### config.mk
export PLATFORM = sky130hd
export DESIGN_NAME = free_run_allocator_search_top
export DESIGN_NICKNAME = d
export VERILOG_FILES = /design/src/hw/rtl/fas_pkg.sv /design/src/hw/rtl/fas_ram.sv /design/src/hw/rtl/fas_ctrl.sv /design/src/hw/rtl/fas_scan.sv /design/src/hw/rtl/free_run_allocator_search_top.sv
export SDC_FILE = /design/constraint.sdc
export NUM_CORES = 2
export LEC_CHECK = 0
export ABC_AREA = 1
export BUFFER_PORTS_ARGS = -buffer_cell sky130_fd_sc_hd__clkbuf_2
export CELL_PAD_IN_SITES_DETAIL_PLACEMENT = 1
export CELL_PAD_IN_SITES_GLOBAL_PLACEMENT = 2
export CORE_ASPECT_RATIO = 0.5
export CORE_UTILIZATION = 42
export CTS_CLUSTER_SIZE = 30
export DETAILED_ROUTE_END_ITERATION = 10
export HOLD_SLACK_MARGIN = 0.08
export PLACE_DENSITY_LB_ADDON = 0.1
export SYNTH_ARGS = -nofsm -noshare
export SYNTH_HDL_FRONTEND = slang
export SYNTH_SLANG_ARGS = --single-unit
### constraint.sdc
create_clock -name clk -period 19.35 [get_ports clk]
set_clock_uncertainty 0.1 [all_clocks]
set_input_delay 3.87 -clock clk [delete_from_list [all_inputs] [get_ports clk]]
set_output_delay 3.87 -clock clk [all_outputs]
set_load 0.01 [all_outputs]
### src/hw/rtl/fas_pkg.sv
package fas_pkg;

	// Map geometry
	localparam int MAP_BYTES_DEF = 1024;
	localparam int WORD_BYTES    = 8;
	localparam int WB_W          = 3;
	localparam int MEM_REG_W     = 11;

	// Configuration register indexes
	localparam logic REG_FIT_MODE  = 1'b0;
	localparam logic REG_MEM_BYTES = 1'b1;
	localparam logic [MEM_REG_W-1:0] MEM_BYTES_RST = 11'd1024;

	typedef enum logic [1:0] {
		CMD_FIND  = 2'd0,
		CMD_MARK  = 2'd1,
		CMD_CHECK = 2'd2
	} cmd_t;

	typedef enum logic [2:0] {
		ST_CLEAR,
		ST_IDLE,
		ST_SCAN,
		ST_DRAIN,
		ST_REPLY
	} state_t;

	typedef struct packed {
		logic [1:0]  command;
		logic [10:0] request_size;
		logic [9:0]  range_base;
		logic [10:0] range_end;
	} in_item_t;

	typedef struct packed {
		logic       success;
		logic [9:0] run_address;
	} out_item_t;

	// Sequencer to datapath controls
	typedef struct packed {
		logic clear;
		logic load;
		logic word_valid;
		logic reply;
	} ctl_t;

endpackage

### src/hw/rtl/fas_ram.sv
module fas_ram #(
	parameter int WIDTH = 8,
	parameter int DEPTH = 128
) (
	input  logic                     clk,
	input  logic                     we,
	input  logic [$clog2(DEPTH)-1:0] waddr,
	input  logic [WIDTH-1:0]         wdata,
	input  logic [$clog2(DEPTH)-1:0] raddr,
	output logic [WIDTH-1:0]         rdata
);

	logic [WIDTH-1:0] mem [DEPTH];

	always_ff @(posedge clk) begin
		if (we) begin
			mem[waddr] <= wdata;
		end
		rdata <= mem[raddr];
	end

endmodule

### src/hw/rtl/fas_ctrl.sv
module fas_ctrl #(
	parameter int NW = 128,
	parameter int IW = $clog2(NW)
) (
	input  logic          clk,
	input  logic          arst_n,
	input  logic          start,
	output logic          busy,
	output fas_pkg::ctl_t ctl,
	output logic [IW-1:0] rd_addr,
	output logic [IW-1:0] widx_s1
);

	localparam logic [IW-1:0] LAST = IW'(NW - 1);

	fas_pkg::state_t state_q, state_d;
	logic [IW-1:0]   rd_q;
	logic            valid_s1;

	// Next state
	always_comb begin
		state_d = state_q;
		case (state_q)
			fas_pkg::ST_CLEAR: if (rd_q == LAST) state_d = fas_pkg::ST_IDLE;
			fas_pkg::ST_IDLE:  if (start) state_d = fas_pkg::ST_SCAN;
			fas_pkg::ST_SCAN:  if (rd_q == LAST) state_d = fas_pkg::ST_DRAIN;
			fas_pkg::ST_DRAIN: state_d = fas_pkg::ST_REPLY;
			fas_pkg::ST_REPLY: state_d = fas_pkg::ST_IDLE;
			default:           state_d = fas_pkg::ST_CLEAR;
		endcase
	end

	// Outputs
	always_comb begin
		ctl.clear      = (state_q == fas_pkg::ST_CLEAR);
		ctl.load       = (state_q == fas_pkg::ST_IDLE) && start;
		ctl.word_valid = valid_s1;
		ctl.reply      = (state_q == fas_pkg::ST_REPLY);
		busy           = (state_q != fas_pkg::ST_IDLE);
		rd_addr        = rd_q;
	end

	always_ff @(posedge clk or negedge arst_n) begin
		if (!arst_n) begin
			state_q  <= fas_pkg::ST_CLEAR;
			rd_q     <= '0;
			valid_s1 <= 1'b0;
		end else begin
			state_q  <= state_d;
			valid_s1 <= (state_q == fas_pkg::ST_SCAN);
			if (state_q == fas_pkg::ST_CLEAR || state_q == fas_pkg::ST_SCAN) begin
				rd_q <= (rd_q == LAST) ? '0 : rd_q + 1'b1;
			end
		end
	end

	// word index of the read data arriving next cycle
	always_ff @(posedge clk) begin
		widx_s1 <= rd_q;
	end

endmodule

### src/hw/rtl/fas_scan.sv
module fas_scan #(
	parameter int MAP_BYTES = 1024,
	parameter int IW        = $clog2(MAP_BYTES / fas_pkg::WORD_BYTES)
) (
	input  logic                              clk,
	input  fas_pkg::ctl_t                     ctl,
	input  fas_pkg::in_item_t                 item,
	input  logic                              fit_mode,
	input  logic [fas_pkg::MEM_REG_W-1:0]     mem_bytes,
	input  logic [IW-1:0]                     widx_s1,
	input  logic [fas_pkg::WORD_BYTES-1:0]    rdata,
	output logic                              we,
	output logic [fas_pkg::WORD_BYTES-1:0]    wdata,
	output fas_pkg::out_item_t                result
);

	localparam int AW = $clog2(MAP_BYTES);
	localparam int CW = $clog2(MAP_BYTES + 1);
	localparam int LW = (CW > fas_pkg::MEM_REG_W) ? CW : fas_pkg::MEM_REG_W;

	logic [1:0]    cmd_q;
	logic [LW-1:0] size_q, base_q, end_q, m_q, m_d;
	logic          fit_q, mark_ok_q;
	logic [LW-1:0] len_q, blen_q, cnt_q;
	logic [AW-1:0] start_q, baddr_q;
	logic          found_q;

	logic [LW-1:0] len_v, blen_v, cnt_v, pos;
	logic [AW-1:0] start_v, baddr_v;
	logic          found_v, free_b;
	logic [fas_pkg::WORD_BYTES-1:0] mask;
	logic          pend, fnd_f;
	logic [AW-1:0] addr_f;
	logic          ok;

	// managed size clipped to the map
	assign m_d = (LW'(mem_bytes) > LW'(MAP_BYTES)) ? LW'(MAP_BYTES) : LW'(mem_bytes);

	// Walk the eight bytes of one word
	always_comb begin
		len_v   = len_q;
		start_v = start_q;
		found_v = found_q;
		blen_v  = blen_q;
		baddr_v = baddr_q;
		cnt_v   = cnt_q;
		mask    = '0;
		for (int b = 0; b < fas_pkg::WORD_BYTES; b++) begin
			pos    = LW'({widx_s1, fas_pkg::WB_W'(b)});
			free_b = (pos < m_q) && !rdata[b];
			mask[b] = mark_ok_q && (cmd_q == fas_pkg::CMD_MARK) &&
				(pos >= base_q) && (pos < end_q);
			if (free_b) begin
				if (len_v == '0) start_v = AW'(pos);
				len_v = len_v + 1'b1;
				cnt_v = cnt_v + 1'b1;
				if (!fit_q && !found_v && len_v >= size_q) begin
					found_v = 1'b1;
					baddr_v = start_v;
				end
			end else begin
				// run closes: best fit keeps smallest, later wins ties
				if (fit_q && len_v != '0 && len_v >= size_q &&
					(!found_v || len_v <= blen_v)) begin
					found_v = 1'b1;
					blen_v  = len_v;
					baddr_v = start_v;
				end
				len_v = '0;
			end
		end
	end

	assign we    = ctl.word_valid && (mask != '0);
	assign wdata = rdata | mask;

	always_ff @(posedge clk) begin
		if (ctl.load) begin
			cmd_q     <= item.command;
			size_q    <= LW'(item.request_size);
			base_q    <= LW'(item.range_base);
			end_q     <= LW'(item.range_end);
			m_q       <= m_d;
			fit_q     <= fit_mode;
			mark_ok_q <= LW'(item.range_end) < m_d;
			len_q     <= '0;
			start_q   <= '0;
			found_q   <= 1'b0;
			blen_q    <= '0;
			baddr_q   <= '0;
			cnt_q     <= '0;
		end else if (ctl.word_valid) begin
			len_q   <= len_v;
			start_q <= start_v;
			found_q <= found_v;
			blen_q  <= blen_v;
			baddr_q <= baddr_v;
			cnt_q   <= cnt_v;
		end
	end

	// Close a run still open at the end of the map and form the result for each command
	always_comb begin
		pend   = fit_q && len_q != '0 && len_q >= size_q && (!found_q || len_q <= blen_q);
		fnd_f  = found_q || pend;
		addr_f = pend ? start_q : baddr_q;
		case (cmd_q)
			fas_pkg::CMD_FIND:  ok = (size_q <= m_q) && fnd_f;
			fas_pkg::CMD_MARK:  ok = mark_ok_q;
			fas_pkg::CMD_CHECK: ok = (size_q <= m_q) && (cnt_q >= size_q);
			default:            ok = 1'b0;
		endcase
		result.success     = ok;
		result.run_address = (ok && cmd_q == fas_pkg::CMD_FIND) ? 10'(addr_f) : '0;
	end

endmodule

### src/hw/rtl/free_run_allocator_search_top.sv
// An accepted start walks the states SCAN, DRAIN and REPLY; done is registered from REPLY.
// NW = MAP_BYTES / 8. One item at a time: a new start is taken only once the block is idle.
// The cost is the sweep of the occupancy RAM, one 8-byte word read per cycle.
// Reset clears config and control, then clears the map word by word with busy high.
// Each result shows for one cycle on done; the receiver cannot stall.
module free_run_allocator_search_top #(
	parameter int MAP_BYTES = fas_pkg::MAP_BYTES_DEF
) (
	input  logic                          clk,
	input  logic                          arst_n,
	input  logic                          start,
	output logic                          busy,
	input  fas_pkg::in_item_t             item,
	output logic                          done,
	output fas_pkg::out_item_t            result,
	input  logic                          cfg_we,
	input  logic                          cfg_index,
	input  logic [fas_pkg::MEM_REG_W-1:0] cfg_data
);

	localparam int NW = MAP_BYTES / fas_pkg::WORD_BYTES;
	localparam int IW = $clog2(NW);

	logic                          fit_q;
	logic [fas_pkg::MEM_REG_W-1:0] mem_q;
	fas_pkg::ctl_t                 ctl;
	logic [IW-1:0]                 rd_addr, widx_s1;
	logic [fas_pkg::WORD_BYTES-1:0] rdata, scan_wdata;
	logic                          scan_we;
	fas_pkg::out_item_t            res_d;
	logic                          done_q;
	fas_pkg::out_item_t            result_q;

	// Configuration registers
	always_ff @(posedge clk or negedge arst_n) begin
		if (!arst_n) begin
			fit_q <= 1'b0;
			mem_q <= fas_pkg::MEM_BYTES_RST;
		end else if (cfg_we) begin
			case (cfg_index)
				fas_pkg::REG_FIT_MODE:  fit_q <= cfg_data[0];
				fas_pkg::REG_MEM_BYTES: mem_q <= cfg_data;
				default: ;
			endcase
		end
	end

	fas_ctrl #(.NW(NW), .IW(IW)) u_ctrl (
		.clk     (clk),
		.arst_n  (arst_n),
		.start   (start),
		.busy    (busy),
		.ctl     (ctl),
		.rd_addr (rd_addr),
		.widx_s1 (widx_s1)
	);

	fas_ram #(.WIDTH(fas_pkg::WORD_BYTES), .DEPTH(NW)) u_map (
		.clk   (clk),
		.we    (ctl.clear | scan_we),
		.waddr (ctl.clear ? rd_addr : widx_s1),
		.wdata (ctl.clear ? '0 : scan_wdata),
		.raddr (rd_addr),
		.rdata (rdata)
	);

	fas_scan #(.MAP_BYTES(MAP_BYTES), .IW(IW)) u_scan (
		.clk       (clk),
		.ctl       (ctl),
		.item      (item),
		.fit_mode  (fit_q),
		.mem_bytes (mem_q),
		.widx_s1   (widx_s1),
		.rdata     (rdata),
		.we        (scan_we),
		.wdata     (scan_wdata),
		.result    (res_d)
	);

	// Result register
	always_ff @(posedge clk or negedge arst_n) begin
		if (!arst_n) begin
			done_q <= 1'b0;
		end else begin
			done_q <= ctl.reply;
		end
	end

	always_ff @(posedge clk) begin
		if (ctl.reply) begin
			result_q <= res_d;
		end
	end

	assign done   = done_q;
	assign result = result_q;

endmodule

* Word-level counts from Yosys, hierarchy flattened
Memory sizes are Yosys's and may differ from the RTL's. A register that Yosys moved wholly into a read port is not among the register bits.
Index checks and enable logic that the tools add are counted.
** Operators by class
- $add $sub $neg :: 17
- Order comparisons :: 52
- Equality and inequality tests :: 11
- Muxes and demuxes :: 109
- Bitwise operators :: 3
- Reductions and logical operators :: 119
** Operator list (count)
- 10-bit 2-to-1 mux :: 42
- 11-bit 2-to-1 mux :: 33
- 11-bit greater-or-equal comparator :: 17
- 11-bit by 1-bit adder with 11-bit output, second input constant :: 16
- 10-bit by 11-bit < comparator with 1-bit output :: 16
- 11-bit <= comparator :: 9
- 11-bit logical NOT :: 8
- 11-bit nonzero test :: 8
- 10-bit greater-or-equal comparator :: 8
- 1-bit logical AND :: 70
- 1-bit 2-to-1 mux :: 26
- 1-bit logical NOT :: 17
- 3-bit case mux with 5 select lines :: 1
- 7-bit 2-to-1 mux :: 2
- 11-bit > comparator, second input constant :: 1
- 11-bit < comparator :: 1
- 1-bit logical OR :: 10
- 3-bit 2-to-1 mux :: 3
- 8-bit 2-to-1 mux :: 1
- 8-bit bitwise OR :: 1
- 8-bit nonzero test :: 1
- 7-bit by 1-bit adder with 7-bit output, second input constant :: 1
- 7-bit == test, second input constant :: 1
- 3-bit by 2-bit == test with 1-bit output, second input constant :: 2
- other kinds (14) :: 16
** Word-level totals
- Register bits :: 143
- RAM bits :: 1024
- Logic and storage cells :: 334
- Memories :: 1
** Memories
- u_map.mem :: depth 128, width 8, rd ports 1, clocked after Yosys merged registers in 1, wr ports 1, RTL line fas_ram.sv:13 : logic [WIDTH-1:0] mem [DEPTH];

* Logic depth before layout (Yosys ltp)
- Depth in word-level cells :: 41
- Mapped depth :: 120
- Depth with buffers taken out :: 111

* Cells and area by module
From an unflattened synthesis, not the netlist that was laid out.
** Second synthesis, totals
- Cells, all modules :: 7010
- Area total of the unflattened synthesis :: 63992.6 um^2
** By module, submodules not included
- fas_ram :: times used 1, cells each 3575, area an instance 42104.1 um^2
- fas_scan :: times used 1, cells each 3254, area an instance 20196.9 um^2
- free_run_allocator_search_top :: times used 1, cells each 107, area an instance 1006.0 um^2
- fas_ctrl :: times used 1, cells each 74, area an instance 685.7 um^2

* Worst setup path after synthesis
OpenSTA, ideal clock, no wires.
- Path kind :: register -> register
- Start :: register u_ctrl.widx_s1[0]
- End :: register u_scan.blen_q[9]
- Library setup time :: 220 ps
- Arrival time :: 13351 ps
- Slack :: 5679 ps
- Stages on the path, launching flop included :: 116
- Buffers on the path :: 14
- Path through :: dfxtp_1 > clkinv_1 > ha_1 > nand2_1 > nor2_1 > nand3_2 > nand4_4 > buf_6 > nand4_2 > clkbuf_1 > clkbuf_1 > nand2_1 > o21ai_0 > ha_1 > a21oi_1 > o21ai_0 > nand3_1 > nand3_1 > [... 80 more ...] > nand3_4 > buf_2 > nand2_1 > o21ai_1 > ha_1 > a21oi_1 > o21ai_0 > a221oi_1 > o21ai_0 > nand3_1 > a21oi_1 > o32ai_1 > inv_1 > nand2_2 > buf_2 > nand4_1 > nand3_1 > a21oi_1
** Between the ends
- Cells in the longest elaborated chain, start to end :: 39
- Elaborated cells between the ends (all ways) :: 137
- Classes of those cells :: 6 x add/sub; 28 x order compare; 41 x mux; 62 x reduce/logical
** Ends and longest elaborated chain
- start: declaration :: RTL line fas_ctrl.sv:11 : output logic [IW-1:0] widx_s1
- start signal: assignment :: RTL line fas_ctrl.sv:59 : widx_s1 <= rd_q;
- branches (longest 38 deep; another with 10-bit by 11-bit < comparator with 1-bit output)
- 11-bit 2-to-1 mux (*) :: RTL line fas_scan.sv:53 : if (free_b) begin
- end signal: assignment :: RTL line fas_scan.sv:96 : blen_q <= blen_v;
- end: declaration :: RTL line fas_scan.sv:24 : logic [LW-1:0] len_q, blen_q, cnt_q;
Every way passes the cells marked *.
A chain may end at the register's enable or synchronous reset.

* Worst setup path in the final report
- Start :: register u_ctrl.widx_s1[0]
- End :: register u_scan.blen_q[10]
The elaborated chain is that of the path after synthesis.

==> impl_metrics.ini <==
[pwr]
combPwrFrac_pct = 7.4
intPower_w = 0.00407
pwr-share-clk_pct = 40.8
power_density_mw_per_mm2 = 78.6
peakVddDrop_uv = 72.5
seqPwrFrac_pct = 51.8
leakagePower_nw = 22.2
p_sw_share_pct = 24.0
switchingPower_w = 0.00129

[outcome]
status = complete, no violations

[placement]
portBuffers = 62
dp_hpwl_um = 149000
place.gp.congestion = 0.916

[logic_synthesis]
synth_common_cells = 1082 x edfxtp_1, 978 x nor2_1, 953 x nand2_1
synth_edf_count = 1082
syn_inst = 6462
yosysWarningCount = 0
syn_area_mm2 = 0.0622
synth.distinct_cells = 77
syn-num-nets = 6849
synth.most_common_cell = edfxtp_1
synth_area_leaders = edfxtp_1 52%, ha_1 6.8%, o21ai_0 6.2%
synth-seq-cells = 1175
synth_top_area_share_pct = 52.2
yosys.area.top_type = edfxtp_1
seq_area_frac_synth_pct = 55.4
synth_ff_type = edfxtp_1
avgSynthCellArea_um2 = 9.63
async_flop_share_pct = 2.04

[final_layout]
nets = 6792
n_antenna_cell = 0
drive_gt1_share_pct = 7.30
seq_area_mm2 = 0.0345
multi_input_area_mm2 = 0.0247
n_fill_cell = 16400
areaGrowthSynthToFinish_pct = 9.63

[route]
finalWirelength_um = 225000
drt-vias-per-instance = 5.93
drtIter0Drc = 3959
drtAntennaViolNets = 0
drc = 0
vias = 50200
dr.pass1.iters = 7
wire_per_inst_um = 26.6

[critical_path]
crit_type = reg2reg
cp_data_arrival_time_ns = 17.84
cp_slowest_stage_delay_ns = 0.70
cp_max_fo = 34
worstPathRequired_ns = 19.88
crit_start = u_ctrl.widx_s1[0]
start_kind = flop
endpoint_kind = flop
reg2reg_from = u_ctrl.widx_s1[0]
crit_path_frequent_cell = nand2_1
slowest_stage = dfxtp_1

[sta]
period_needed_ns = 17.31
whs_ns = 0.381
maxSlewViolCount = 0
setup_tns_ns = 0
hold_viol = 0
tightest_slew_ns = 1.31
grt_setup_unrepaired = no
setup_viol = 0
period_share_pct = 89.5
fmax_mhz = 57.8
maxSlewHeadroom_pct = 11.6

[cts]
path_clk_slew_ns = 0.08
cts_tree = yes
cts_htree_levels = 3
insertion_delay_ns = 0.75
root_buffer = clkbuf_16
clock_path_buffers = 3
cts_buffers = 112
cts_sinks = 1175
ctsHoldBuffers = 0
post_cts_buffers = 0

[worst_hold_path]
holdCritStartpoint = u_scan.blen_q[10]
hold_class = reg2reg

[grt]
grt_usage_pct = 29.6
grt_pass1_wl_um = 332000
gr-total-overflow = 0
antenna_found_initial = 2
grt_pass1_vias = 51100
grt_max_degree = 146

[die]
die_h_um = 274
rows = 99
dieArea_mm2 = 0.150
core_mm2 = 0.146
io_pins = 63
die-width_um = 546
start_util_pct = 42.5

[run]
drv_cap = 0
[critical path, delay by kind of cell, from the launching register on]
family | cells | cell delay [ns]
and+or+nand+nor | 57 | 7.99
AOI/OAI and AO/OA | 27 | 5.35
adders and majority gates | 8 | 2.49
DFF | 1 | 0.70
buffers and inverters | 4 | 0.43
[placed cells by master, fill, tap and decap left out, types with 22 or more instances in the layout]
master        n
a21oi_1     230
a31oi_1      56
buf_4        83
clkbuf_16   114
clkbuf_2     62
clkinv_1     56
dfxtp_1      69
edfxtp_1   1082
ha_1        337
inv_1       455
inv_2        42
nand2_1     949
nand3_1     259
nand4_1      93
nor2_1      975
nor2_2       22
nor3_1       47
o211ai_1     70
o21ai_0     767
o221ai_1    107
o22ai_1     163
xnor2_1      31
xor2_1       55
[cells by family after synthesis]
| family | Yosys count | share of synthesized area, % |
|---|---|---|
| buffers and inverters | 844 | 5.17 |
| adder cells (fa/ha/maj) | 337 | 6.78 |
| flip-flops | 1175 | 55.4 |
| AND/OR/NAND/NOR | 2465 | 16.7 |
| AO/OA/AOI/OAI | 1534 | 14.4 |
| multiplexers | 18 | 0.304 |
| XOR/XNOR | 89 | 1.29 |
[power by group through the flow]
stage	Sequential, W	Clock [W]	Combinational [W]
6_report	0.00278	0.00219	0.000398
4_1_cts	0.00278	0.00221	0.000395
3_3_place_gp	0.00283	0	0.000378
5_1_grt	0.00278	0.00230	0.000445
3_5_place_dp	0.00283	0	0.000393
2_1_floorplan	0.00282	0	0.000269
[metal layers]
metal	track usage, %	part of all wire [%]	up-vias
met5	0	0.0089	-
li1	-	-	22900
met2	50.6	48	1428
met1	39.1	43	25500
met4	10.6	3.8	4
met3	3.28	5.0	381
[through the flow]
stage | util [%] | worst slack (ns) | area [µm²] | power, W | std cells
finish | 46.6 | 2.04 | 68200 | 0.00536 | 8464
global route | 46.6 | 0.240 | 68200 | 0.00552 | 8464
CTS | 46.6 | 1.39 | 68200 | 0.00538 | 8464
detailed placement | 44.2 | 1.49 | 64700 | 0.00322 | 8260
global placement | 44.2 | 1.93 | 64700 | 0.00321 | 8260
floorplan | - | 5.68 | 62200 | 0.00309 | 6462
[state kept, by name (all words and copies together) (netlist names)]
name / flops
u_ctrl.widx_s1: 7
u_scan.found_q: 1
u_scan.cnt_q: 11
u_scan.baddr_q: 10
u_scan.mark_ok_q: 1
u_map.mem: 1024
u_scan.size_q: 11
u_scan.blen_q: 11
u_scan.fit_q: 1
u_scan.start_q: 10
mem_q: 11
u_scan.end_q: 11
u_scan.m_q: 11
result: 11
u_scan.cmd_q: 2
fit_q: 1
u_ctrl.valid_s1: 1
u_map.rdata: 8
u_ctrl.rd_addr: 7
u_scan.base_q: 10
done: 1
u_ctrl.state_q: 3
u_scan.len_q: 11
[final cells by class]
class	instances	area share [%]
Clock inverter	69	0.884
Timing Repair Buffer	151	1.54
Multi-Input combinational cell	4443	36.2
Sequential cell	1175	50.5
Tap cell	1969	3.61
Clock buffer	135	4.30
Inverter	522	2.89
[final timing paths]
| check | slack, ns | end | cells after the start |
|---|---|---|---|
| setup / recovery | 2.04 | u_scan.blen_q[10] | 96 |
| hold / removal | 0.38 | u_scan.blen_q[10] | 2 |
| setup reg to reg | 2.04 | u_scan.blen_q[10] | 96 |
| hold reg to reg | 0.38 | u_scan.blen_q[10] | 2 |
| max in group asynchronous | 15.54 | u_ctrl.rd_addr[0] | 1 |
| min in group asynchronous | 3.08 | u_ctrl.rd_addr[1] | 1 |
[timing repair]
item | 4_1_cts | 5_1_grt
setup endpoints to repair | 0 | 22
hold endpoints to repair | 0 | 0
gates resized for setup | 0 | 3
Note: power is estimated with default switching activity, not from simulation.
